===== src/rtl/b64d_pkg.sv =====
// Package: beat types, queue entry type, status codes and the base64 alphabet decode.
package b64d_pkg;

	localparam logic [7:0] PAD_CHAR     = 8'h3D;
	localparam int         SEXTET_W     = 6;
	localparam int         ACC_W        = 3 * SEXTET_W;
	localparam int         GROUP_W      = 4 * SEXTET_W;
	localparam int         QUEUE_DEPTH  = 2;

	localparam logic [1:0] STATUS_OK  = 2'd0;
	localparam logic [1:0] STATUS_LEN = 2'd1;
	localparam logic [1:0] STATUS_BAD = 2'd2;

	localparam logic [1:0] QUAD_LAST = 2'd3;

	typedef struct packed {
		logic [7:0] in_char;
		logic       last_char;
	} char_beat_t;

	typedef struct packed {
		logic [7:0] out_byte;
		logic       last_byte;
		logic [1:0] status;
	} byte_beat_t;

	typedef struct packed {
		logic [GROUP_W-1:0] group;
		logic [1:0]         count;
		logic               last;
		logic [1:0]         status;
	} grp_entry_t;

	typedef struct packed {
		logic [SEXTET_W-1:0] sextet;
		logic                bad;
	} sextet_t;

	function automatic sextet_t decode_char(input logic [7:0] c);
		sextet_t r;
		r.bad    = 1'b0;
		r.sextet = '0;
		if (c >= 8'h41 && c <= 8'h5A) begin
			r.sextet = SEXTET_W'(c - 8'h41);
		end else if (c >= 8'h61 && c <= 8'h7A) begin
			r.sextet = SEXTET_W'(c - 8'h61 + 8'd26);
		end else if (c >= 8'h30 && c <= 8'h39) begin
			r.sextet = SEXTET_W'(c - 8'h30 + 8'd52);
		end else if (c == 8'h2B) begin
			r.sextet = SEXTET_W'(62);
		end else if (c == 8'h2F) begin
			r.sextet = SEXTET_W'(63);
		end else if (c != PAD_CHAR) begin
			r.bad = 1'b1;
		end
		return r;
	endfunction

endpackage


===== src/rtl/b64d_front.sv =====
// Front end: takes characters, gathers quads and pushes byte groups into the queue.
module b64d_front import b64d_pkg::*; (
	input  logic       clk,
	input  logic       arst_n,
	input  logic       char_valid,
	output logic       char_stall,
	input  char_beat_t char_beat,
	input  logic       q_full,
	output logic       q_push,
	output grp_entry_t q_entry
);

	logic [1:0]       pos_q;
	logic [ACC_W-1:0] acc_q;
	logic             third_pad_q;
	logic             bad_q;

	logic    accept;
	logic    is_pad;
	logic    bad_now;
	sextet_t dec;
	logic [1:0] drop;

	assign char_stall = q_full;
	assign accept     = char_valid && !q_full;
	assign dec        = decode_char(char_beat.in_char);
	assign is_pad     = (char_beat.in_char == PAD_CHAR);
	assign bad_now    = bad_q || dec.bad;
	assign drop       = {1'b0, char_beat.last_char && is_pad}
	                  + {1'b0, char_beat.last_char && third_pad_q};

	always_comb begin
		q_push  = 1'b0;
		q_entry = '0;
		if (accept) begin
			if (pos_q != QUAD_LAST) begin
				if (char_beat.last_char) begin
					q_push         = 1'b1;
					q_entry.count  = 2'd1;
					q_entry.last   = 1'b1;
					q_entry.status = STATUS_LEN;
				end
			end else begin
				q_push         = 1'b1;
				q_entry.group  = {acc_q, dec.sextet};
				q_entry.count  = 2'd3 - drop;
				q_entry.last   = char_beat.last_char;
				q_entry.status = bad_now ? STATUS_BAD : STATUS_OK;
			end
		end
	end

	always_ff @(posedge clk or negedge arst_n) begin
		if (!arst_n) begin
			pos_q       <= '0;
			acc_q       <= '0;
			third_pad_q <= 1'b0;
			bad_q       <= 1'b0;
		end else if (accept) begin
			if (pos_q != QUAD_LAST && !char_beat.last_char) begin
				acc_q <= {acc_q[ACC_W-SEXTET_W-1:0], dec.sextet};
				pos_q <= pos_q + 2'd1;
				bad_q <= bad_now;
				if (pos_q == 2'd2) begin
					third_pad_q <= is_pad;
				end
			end else begin
				acc_q       <= '0;
				pos_q       <= '0;
				third_pad_q <= 1'b0;
				bad_q       <= char_beat.last_char ? 1'b0 : bad_now;
			end
		end
	end

endmodule


===== src/rtl/b64d_queue.sv =====
// Two-entry queue of byte groups between front and back end.
module b64d_queue import b64d_pkg::*; (
	input  logic       clk,
	input  logic       arst_n,
	input  logic       push,
	input  grp_entry_t push_entry,
	output logic       full,
	input  logic       pop,
	output logic       head_valid,
	output grp_entry_t head
);

	localparam int PTR_W = $clog2(QUEUE_DEPTH);
	localparam int CNT_W = $clog2(QUEUE_DEPTH + 1);

	grp_entry_t       mem_q [QUEUE_DEPTH];
	logic [PTR_W-1:0] wr_ptr_q;
	logic [PTR_W-1:0] rd_ptr_q;
	logic [CNT_W-1:0] cnt_q;

	logic do_push;
	logic do_pop;

	assign full       = (cnt_q == CNT_W'(QUEUE_DEPTH));
	assign head_valid = (cnt_q != '0);
	assign head       = mem_q[rd_ptr_q];
	assign do_push    = push && !full;
	assign do_pop     = pop && head_valid;

	always_ff @(posedge clk or negedge arst_n) begin
		if (!arst_n) begin
			wr_ptr_q <= '0;
			rd_ptr_q <= '0;
			cnt_q    <= '0;
		end else begin
			if (do_push) begin
				wr_ptr_q <= (wr_ptr_q == PTR_W'(QUEUE_DEPTH - 1)) ? '0 : wr_ptr_q + 1'b1;
			end
			if (do_pop) begin
				rd_ptr_q <= (rd_ptr_q == PTR_W'(QUEUE_DEPTH - 1)) ? '0 : rd_ptr_q + 1'b1;
			end
			if (do_push && !do_pop) begin
				cnt_q <= cnt_q + 1'b1;
			end else if (!do_push && do_pop) begin
				cnt_q <= cnt_q - 1'b1;
			end
		end
	end

	always_ff @(posedge clk) begin
		if (do_push) begin
			mem_q[wr_ptr_q] <= push_entry;
		end
	end

endmodule


===== src/rtl/b64d_back.sv =====
// Back end: splits each byte group into byte beats behind an output register.
module b64d_back import b64d_pkg::*; (
	input  logic       clk,
	input  logic       arst_n,
	input  logic       head_valid,
	input  grp_entry_t head,
	output logic       pop,
	output logic       byte_valid,
	input  logic       byte_stall,
	output byte_beat_t byte_beat
);

	grp_entry_t cur_q;
	logic       cur_valid_q;
	logic [1:0] idx_q;
	byte_beat_t out_q;
	logic       out_valid_q;

	logic       advance;
	logic       done;
	logic [7:0] sel_byte;

	assign advance = cur_valid_q && (!out_valid_q || !byte_stall);
	assign done    = advance && (idx_q == cur_q.count - 2'd1);
	assign pop     = head_valid && (!cur_valid_q || done);

	always_comb begin
		case (idx_q)
			2'd0:    sel_byte = cur_q.group[23:16];
			2'd1:    sel_byte = cur_q.group[15:8];
			2'd2:    sel_byte = cur_q.group[7:0];
			default: sel_byte = '0;
		endcase
	end

	always_ff @(posedge clk or negedge arst_n) begin
		if (!arst_n) begin
			cur_valid_q <= 1'b0;
			idx_q       <= '0;
			out_valid_q <= 1'b0;
		end else begin
			if (pop) begin
				cur_valid_q <= 1'b1;
				idx_q       <= '0;
			end else if (done) begin
				cur_valid_q <= 1'b0;
				idx_q       <= '0;
			end else if (advance) begin
				idx_q <= idx_q + 2'd1;
			end
			if (advance) begin
				out_valid_q <= 1'b1;
			end else if (!byte_stall) begin
				out_valid_q <= 1'b0;
			end
		end
	end

	always_ff @(posedge clk) begin
		if (pop) begin
			cur_q <= head;
		end
		if (advance) begin
			out_q.out_byte  <= sel_byte;
			out_q.last_byte <= cur_q.last && (idx_q == cur_q.count - 2'd1);
			out_q.status    <= cur_q.status;
		end
	end

	assign byte_valid = out_valid_q;
	assign byte_beat  = out_q;

endmodule


===== src/rtl/base64_stream_decoder_core.sv =====
// Top level of the base64 stream decoder.
//
// Input channel (char_valid / char_stall / char_beat): one base64 character
// per beat, last_char set on the final character of a string.
// Output channel (byte_valid / byte_stall / byte_beat): decoded bytes, with
// last_byte on the final beat of a string and a status code per beat.
// A quad of four characters yields up to three bytes; a final character that
// leaves a quad open yields one beat with the length status.
// Throughput: one character per cycle sustained while the receiver does not
// stall. The front end pushes a quad's group in the cycle the closing character
// is taken; the back end sends one byte per cycle, unless the receiver stalls,
// from a two-entry queue through its group register and the output register.
// Reset clears quad state, queue and output valid; no beat is shown after.
// When the receiver stalls, the output beat holds, the back end waits, the
// queue fills and char_stall rises once both queue entries are taken.
module base64_stream_decoder_core import b64d_pkg::*; (
	input  logic       clk,
	input  logic       arst_n,
	input  logic       char_valid,
	output logic       char_stall,
	input  char_beat_t char_beat,
	output logic       byte_valid,
	input  logic       byte_stall,
	output byte_beat_t byte_beat
);

	logic       q_full;
	logic       q_push;
	grp_entry_t q_entry;
	logic       q_pop;
	logic       q_head_valid;
	grp_entry_t q_head;

	b64d_front u_front (
		.clk        (clk),
		.arst_n     (arst_n),
		.char_valid (char_valid),
		.char_stall (char_stall),
		.char_beat  (char_beat),
		.q_full     (q_full),
		.q_push     (q_push),
		.q_entry    (q_entry)
	);

	b64d_queue u_queue (
		.clk        (clk),
		.arst_n     (arst_n),
		.push       (q_push),
		.push_entry (q_entry),
		.full       (q_full),
		.pop        (q_pop),
		.head_valid (q_head_valid),
		.head       (q_head)
	);

	b64d_back u_back (
		.clk        (clk),
		.arst_n     (arst_n),
		.head_valid (q_head_valid),
		.head       (q_head),
		.pop        (q_pop),
		.byte_valid (byte_valid),
		.byte_stall (byte_stall),
		.byte_beat  (byte_beat)
	);

endmodule


===== config.mk =====
export PLATFORM = sky130hd
export DESIGN_NAME = base64_stream_decoder_core
export DESIGN_NICKNAME = d
export VERILOG_FILES = /design/src/rtl/b64d_pkg.sv /design/src/rtl/b64d_front.sv /design/src/rtl/b64d_queue.sv /design/src/rtl/b64d_back.sv /design/src/rtl/base64_stream_decoder_core.sv
export SDC_FILE = /design/constraint.sdc
export NUM_CORES = 1
export LEC_CHECK = 0
export BUFFER_PORTS_ARGS = -buffer_cell sky130_fd_sc_hd__buf_4
export CORE_ASPECT_RATIO = 1.1
export CORE_MARGIN = 2
export CORE_UTILIZATION = 45
export DETAILED_ROUTE_END_ITERATION = 10
export PLACE_DENSITY = 0.66
export SLEW_MARGIN = 0
export SYNTH_ARGS = -nofsm -noshare
export SYNTH_HDL_FRONTEND = slang
export SYNTH_SLANG_ARGS = --single-unit

===== constraint.sdc =====
create_clock -name clk -period 4.6 [get_ports clk]
set_clock_uncertainty 0.15 [all_clocks]
set_input_delay 0.23 -clock clk [delete_from_list [all_inputs] [get_ports clk]]
set_output_delay 0.23 -clock clk [all_outputs]
set_load 0.005 [all_outputs]

**Word level (Yosys, flattened, before mapping)**

Memories as Yosys holds them, arrays and structs flattened. A register that Yosys moved wholly into a read port is not among the register bits.
Index checks and enable logic that the tools add are counted.

- Register bits: 41
- RAM bits: 58
- Bits of input ports: 13
- Output and inout bits: 13
- Word-level logic and storage cells: 116
- Memories kept: 1

- Add/subtract/negate cells: 14
- Order comparisons: 6
- Equality and inequality tests: 12
- Multiplexer cells: 39
- Reductions and logical operators: 31

Memory list:

| memory | depth | width | read ports | clocked after Yosys merged registers in | write ports | line | text |
|---|---|---|---|---|---|---|---|
| u_queue.mem_q | 2 | 29 | 1 | 1 | 1 | b64d_queue.sv:16 | `grp_entry_t mem_q [QUEUE_DEPTH];` |

Operators with widths:

| kind | count |
|---|---|
| 6-bit two-way mux | 5 |
| 29-bit two-way mux | 1 |
| 8-bit by 6-bit equality test with 1-bit output, second input constant | 3 |
| 24-bit two-way mux | 1 |
| 8-bit case mux with 3 select lines | 1 |
| 1-bit two-way mux | 21 |
| 18-bit two-way mux | 1 |
| 8-bit by 7-bit greater-or-equal comparator with 1-bit output, second input constant | 2 |
| 8-bit by 7-bit less-or-equal comparator with 1-bit output, second input constant | 2 |
| 1-bit logical AND | 15 |
| 2-bit two-way mux | 7 |
| 6-bit subtractor, second input constant | 2 |
| 8-bit by 6-bit greater-or-equal comparator with 1-bit output, second input constant | 1 |
| 8-bit by 6-bit less-or-equal comparator with 1-bit output, second input constant | 1 |
| 8-bit by 6-bit != test with 1-bit output, second input constant | 1 |
| 1-bit logical NOT | 7 |
| 2-bit by 1-bit adder with 2-bit output, second input constant | 3 |
| 6-bit by 5-bit adder with 6-bit output, second input constant | 1 |
| 6-bit adder, second input constant | 1 |
| 2-bit equality test, second input constant | 3 |
| 2-bit nonzero test | 3 |
| 6-bit by 1-bit subtractor with 6-bit output, second input constant | 1 |
| 5-bit two-way mux | 1 |
| 4-bit two-way mux | 1 |
| other kinds (12) | 17 |

**Logic depth before layout (Yosys ltp)**

- Word-level depth: 11
- Mapped depth: 9
- Depth with buffers taken out: 8

**By module**

From an unflattened synthesis, not the netlist that was laid out.

- Cell total of the unflattened synthesis: 383
- Area, all modules: 5562.8 um^2

Modules (own cells, without submodules):

| module | instances | cells an instance | area an instance (um^2) | sequential area each (um^2) |
|---|---|---|---|---|
| b64d_queue | 1 | 109 | 2309.7 | 1841.8 |
| b64d_front | 1 | 188 | 1642.8 | 550.5 |
| b64d_back | 1 | 86 | 1610.3 | 1301.2 |

**Worst setup path after synthesis**

No wires, ideal clock.

- Kind: flip-flop to flip-flop
- From: register u_queue.cnt_q[0]
- To: memory u_queue.mem_q[0][0] (netlist name) (enable)
- Library setup time: 415 ps
- Arrival time: 2297 ps
- Data required time: 4035 ps
- Path slack: 1738 ps
- Cell stages (with the launch flop): 6
- Buffers on the path: 1
- Clock period less this slack: 2862 ps
- Cell sequence: dfrtp_1 > nand2b_1 > and2_1 > clkbuf_1 > nand2_1 > nor2_1

- Word-level cells in the longest chain between the ends: 7

RTL lines:

| item | line | text |
|---|---|---|
| start, declared | b64d_queue.sv:19 | `logic [CNT_W-1:0] cnt_q;` |
| start signal, assigned | b64d_queue.sv:43 | `cnt_q <= cnt_q + 1'b1;` |
| start signal, assigned | b64d_queue.sv:45 | `cnt_q <= cnt_q - 1'b1;` |
| 2-bit equality test (*) | b64d_queue.sv:24 | `assign full = (cnt_q == CNT_W'(QUEUE_DEPTH));` |
| 1-bit logical NOT (*) | b64d_front.sv:25, b64d_queue.sv:27 |  |
| 1-bit logical AND | b64d_front.sv:25 | `assign accept = char_valid && !q_full;` |
| 1-bit two-way mux | b64d_front.sv:35 | `if (accept) begin` |
| 1-bit logical AND (*) | b64d_queue.sv:27 | `assign do_push = push && !full;` |
| 1-bit two-way mux (*) | b64d_queue.sv:51 | `if (do_push) begin` |
| 1-bit two-way mux (not written as such) (*) | b64d_queue.sv:52 | `mem_q[wr_ptr_q] <= push_entry;` |
| end, declared | b64d_queue.sv:16 |  |

Mark *: on every way between the ends. The rest lies on a longest branch, timed or not.

**Final worst setup path**

- From: register u_front.pos_q[0]
- To: register u_front.acc_q[0]

- Word-level cells in the longest chain between the ends: 3

RTL lines:

| item | line | text |
|---|---|---|
| start, declared | b64d_front.sv:13 | `logic [1:0] pos_q;` |
| start signal, assigned | b64d_front.sv:62 | `pos_q <= pos_q + 2'd1;` |
| 2-bit != test | b64d_front.sv:60 | `if (pos_q != QUAD_LAST && !char_beat.last_char) begin` |
| 1-bit logical AND | b64d_front.sv:60 |  |
| 18-bit two-way mux | b64d_front.sv:60 |  |
| end signal, assigned | b64d_front.sv:61 | `acc_q <= {acc_q[ACC_W-SEXTET_W-1:0], dec.sextet};` |
| end, declared | b64d_front.sv:14 | `logic [ACC_W-1:0] acc_q;` |

Every way passes these cells.
A chain may end at the register's enable or synchronous reset.

==> results.toml <==
[logic_synthesis]
yosys_register_bits = 128
yosys_most_used_dff = "edfxtp_1"
synth_edf_count = 98
async_flop_share = 0.234
avgSynthCellArea_sq_um = 13.8
yosysTopAreaCell = "edfxtp_1"
synthCells = 398
synth_warnings = 0
synth.distinct_cells = 47
synth_area_sq_um = 5510
syn_nets = 428
synthTopCellsByArea = "edfxtp_1 53%, dfrtp_1 14%, mux2_2 6.1%"
yosysSeqAreaShare = 0.671
synth.top_cell.area_share = 0.534

[clocking]
clkTransAtPathRegs_ns = 0.05
tritoncts = "done"
post_cts_buffers = 0
htree_levels = 4
clockRootBuffer = "clkbuf_16"
postCtsHoldBufs = 3
clk_latency_ns = 0.41
cts.sinks = 128
cts-resized-gates = 0
clk_path_buf_depth = 2
cts_buffers = 17

[routing]
via_count = 3208
via_per_inst = 5.38
drt-wirelength-per-cell_um = 16.8
drc = 0
dr.pass1.iters = 4
drtIter0Drc = 256
wl_mm = 9.99
ant_nets = 0

[final_layout]
n_antenna_cell = 0
fin_util = 0.531
nFillCells = 1008
syn2layout_area_growth_pct = 15.6
fin_nets = 461
drive_gt1_frac = 0.201

[timing]
tightest_slew_ns = 1.01
period_needed_ns = 2.62
finalMaxSlewViolations = 0
finalHoldViolCount = 0
rsz0062_at_grt = "false"
setup_violations = 0
finalSetupTns_ns = 0
fmax_mhz = 382
max-slew-margin-rel = 0.323
period_share = 0.569
hold_ws_ns = 0.0702

[floorplanning]
dieHeight_um = 120
start_util = 0.460
ios = 26
row_count = 42
die_w_um = 109
core-area_sq_um = 12000
design.die.area_sq_um = 13100

[setup_path]
r2r_cells = 4
cp_num_cells = 4
worstPathCellList = "ha_1 -> nor2_1 -> nand2_1 -> o32ai_1"
crit_required_ns = 4.76
worstPathArrival_ns = 2.78
crit_path_start_kind = "flop"
critPathKind = "reg -> reg"
crit_path_max_incr_delay_ns = 0.86
critPathMaxFanout = 22
crit_buf_inv = 0
cp-end-kind = "flop"
crit_slowest_cell = "nor2_1"
path_delay_family = "simple AND/OR/NAND/NOR gates"

[power_and_ir_drop]
power.internal_w = 0.00261
powerDensity_nw_per_um2 = 567
seq_power_share = 0.474
p_sw_frac = 0.276
power.leakage_nw = 2.54
ir_drop_mv = 0.380
combPwrFrac = 0.223
switchingPower_w = 0.000997
power_frac_clock = 0.304

[hold_path]
hold_depth = 2
hold_path_class = "in -> reg"

[global_route]
grt_max_degree = 37
grt_pass1_wl_mm = 16.3
grt_remaining_overflow = 0
grt_pass1_vias = 3169
antenna_found_initial = 0
groute.usage.overall = 0.168

[placed_design]
place_congestion = 0.848
hpwl_mm = 6.59
io_buffer_count = 25

[flow_run]
cap_violations = 0

[run_status]
status = "finished clean"
==> power groups by stage <==
stage / Sequential [W] / Clock [W] / Combinational, W
floorplan: 0.00170 / 0 / 0.000549
global placement: 0.00172 / 0 / 0.000801
detailed placement: 0.00173 / 0 / 0.000811
CTS: 0.00171 / 0.00112 / 0.000818
global route: 0.00174 / 0.00116 / 0.000901
finish: 0.00171 / 0.00109 / 0.000803
==> placed cells by master, fill, tap and decap left out, drive strengths merged, types with 4 or more instances in the layout <==
master and count:
buf 29, and3 21, xnor2 4, o21ai 11, dfrtp 30, a21oi 5
ha 17, nor3 5, inv 15, nor2 22, mux2 30, nor2b 5
clkinv 10, a222oi 8, and2 5, edfxtp 98, nand2b 5, clkbuf 19
nand3 14, nand2 43, o31ai 6
==> Yosys cell counts (all sizes together) (4+ instances only) <==
cell and n:
o31ai 6, nor3 5, nand3 14, edfxtp 98, dfrtp 30, nor2b 5, nor2 22, o21ai 11
and3 21, nand2b 5, mux2 30, ha 17, a222oi 8, and2 5, xnor2 4, a21oi 5
nand2 43, clkbuf 15, inv 15
==> per-layer routing <==
layer	wire length [um]	vias to the layer above	share of wire	track usage
met4	193	0	0.019	0.0759
met3	371	17	0.037	0.0440
met1	4430	1560	0.44	0.214
met2	5000	79	0.50	0.267
li1	-	1552	-	-
met5	0	-	0	0
==> state kept, by name, summed over array words and instances, names as in the netlist, 2 cells and up <==
signal	flops
u_back.byte_beat	11
u_queue.mem_q	58
u_front.pos_q	2
u_back.idx_q	2
u_queue.cnt_q	2
u_back.cur_q	29
u_front.acc_q	18
==> worst paths after layout <==
path	end	slack (ns)	startpoint
max	u_front.acc_q[0]$_DFFE_PN0P_	1.98	u_front.pos_q[0]$_DFFE_PN0P_
min	u_queue.mem_q[0][2]$_DFFE_PP_	0.07	char_valid
max reg2reg	u_front.acc_q[0]$_DFFE_PN0P_	1.98	u_front.pos_q[0]$_DFFE_PN0P_
min reg2reg	u_back.byte_beat[0]$_DFFE_PP_	0.28	u_back.cur_q[0]$_DFFE_PN_
max in group asynchronous	u_front.acc_q[12]$_DFFE_PN0P_	3.80	arst_n
min in group asynchronous	u_back.idx_q[0]$_DFFE_PN0P_	0.16	arst_n
==> cell families after synthesis <==
family / after synthesis / share of synthesized area
xor+xnor: 7 / 0.0111
buf+inv: 33 / 0.0229
compound gates: 50 / 0.0732
fa+ha+maj: 17 / 0.0386
mux: 32 / 0.0650
flops: 128 / 0.671
simple gates: 131 / 0.119
==> layout make-up <==
class / count / area (sq um) / share of cell area
multi-input cells: 237 / 1690 / 0.266
flip-flops and latches: 128 / 3690 / 0.580
well taps: 154 / 193 / 0.0303
clock inverters: 11 / 51.3 / 0.00806
inverters: 15 / 56.3 / 0.00885
repair buffers: 32 / 248 / 0.0389
clock buffers: 19 / 433 / 0.0680
==> metrics by stage <==
stage                     instance area, sq um  power [W]  cells  setup WS [ns]
after floorplan                           5510    0.00225    398           1.74
after CTS                                 6360    0.00365    596           1.94
after detailed placement                  5850    0.00254    563           1.94
after global placement                    5850    0.00252    563           2.03
final                                     6360    0.00361    596           1.98
after global routing                      6360    0.00380    596           1.76
Note: power is estimated with default switching activity, not from simulation.
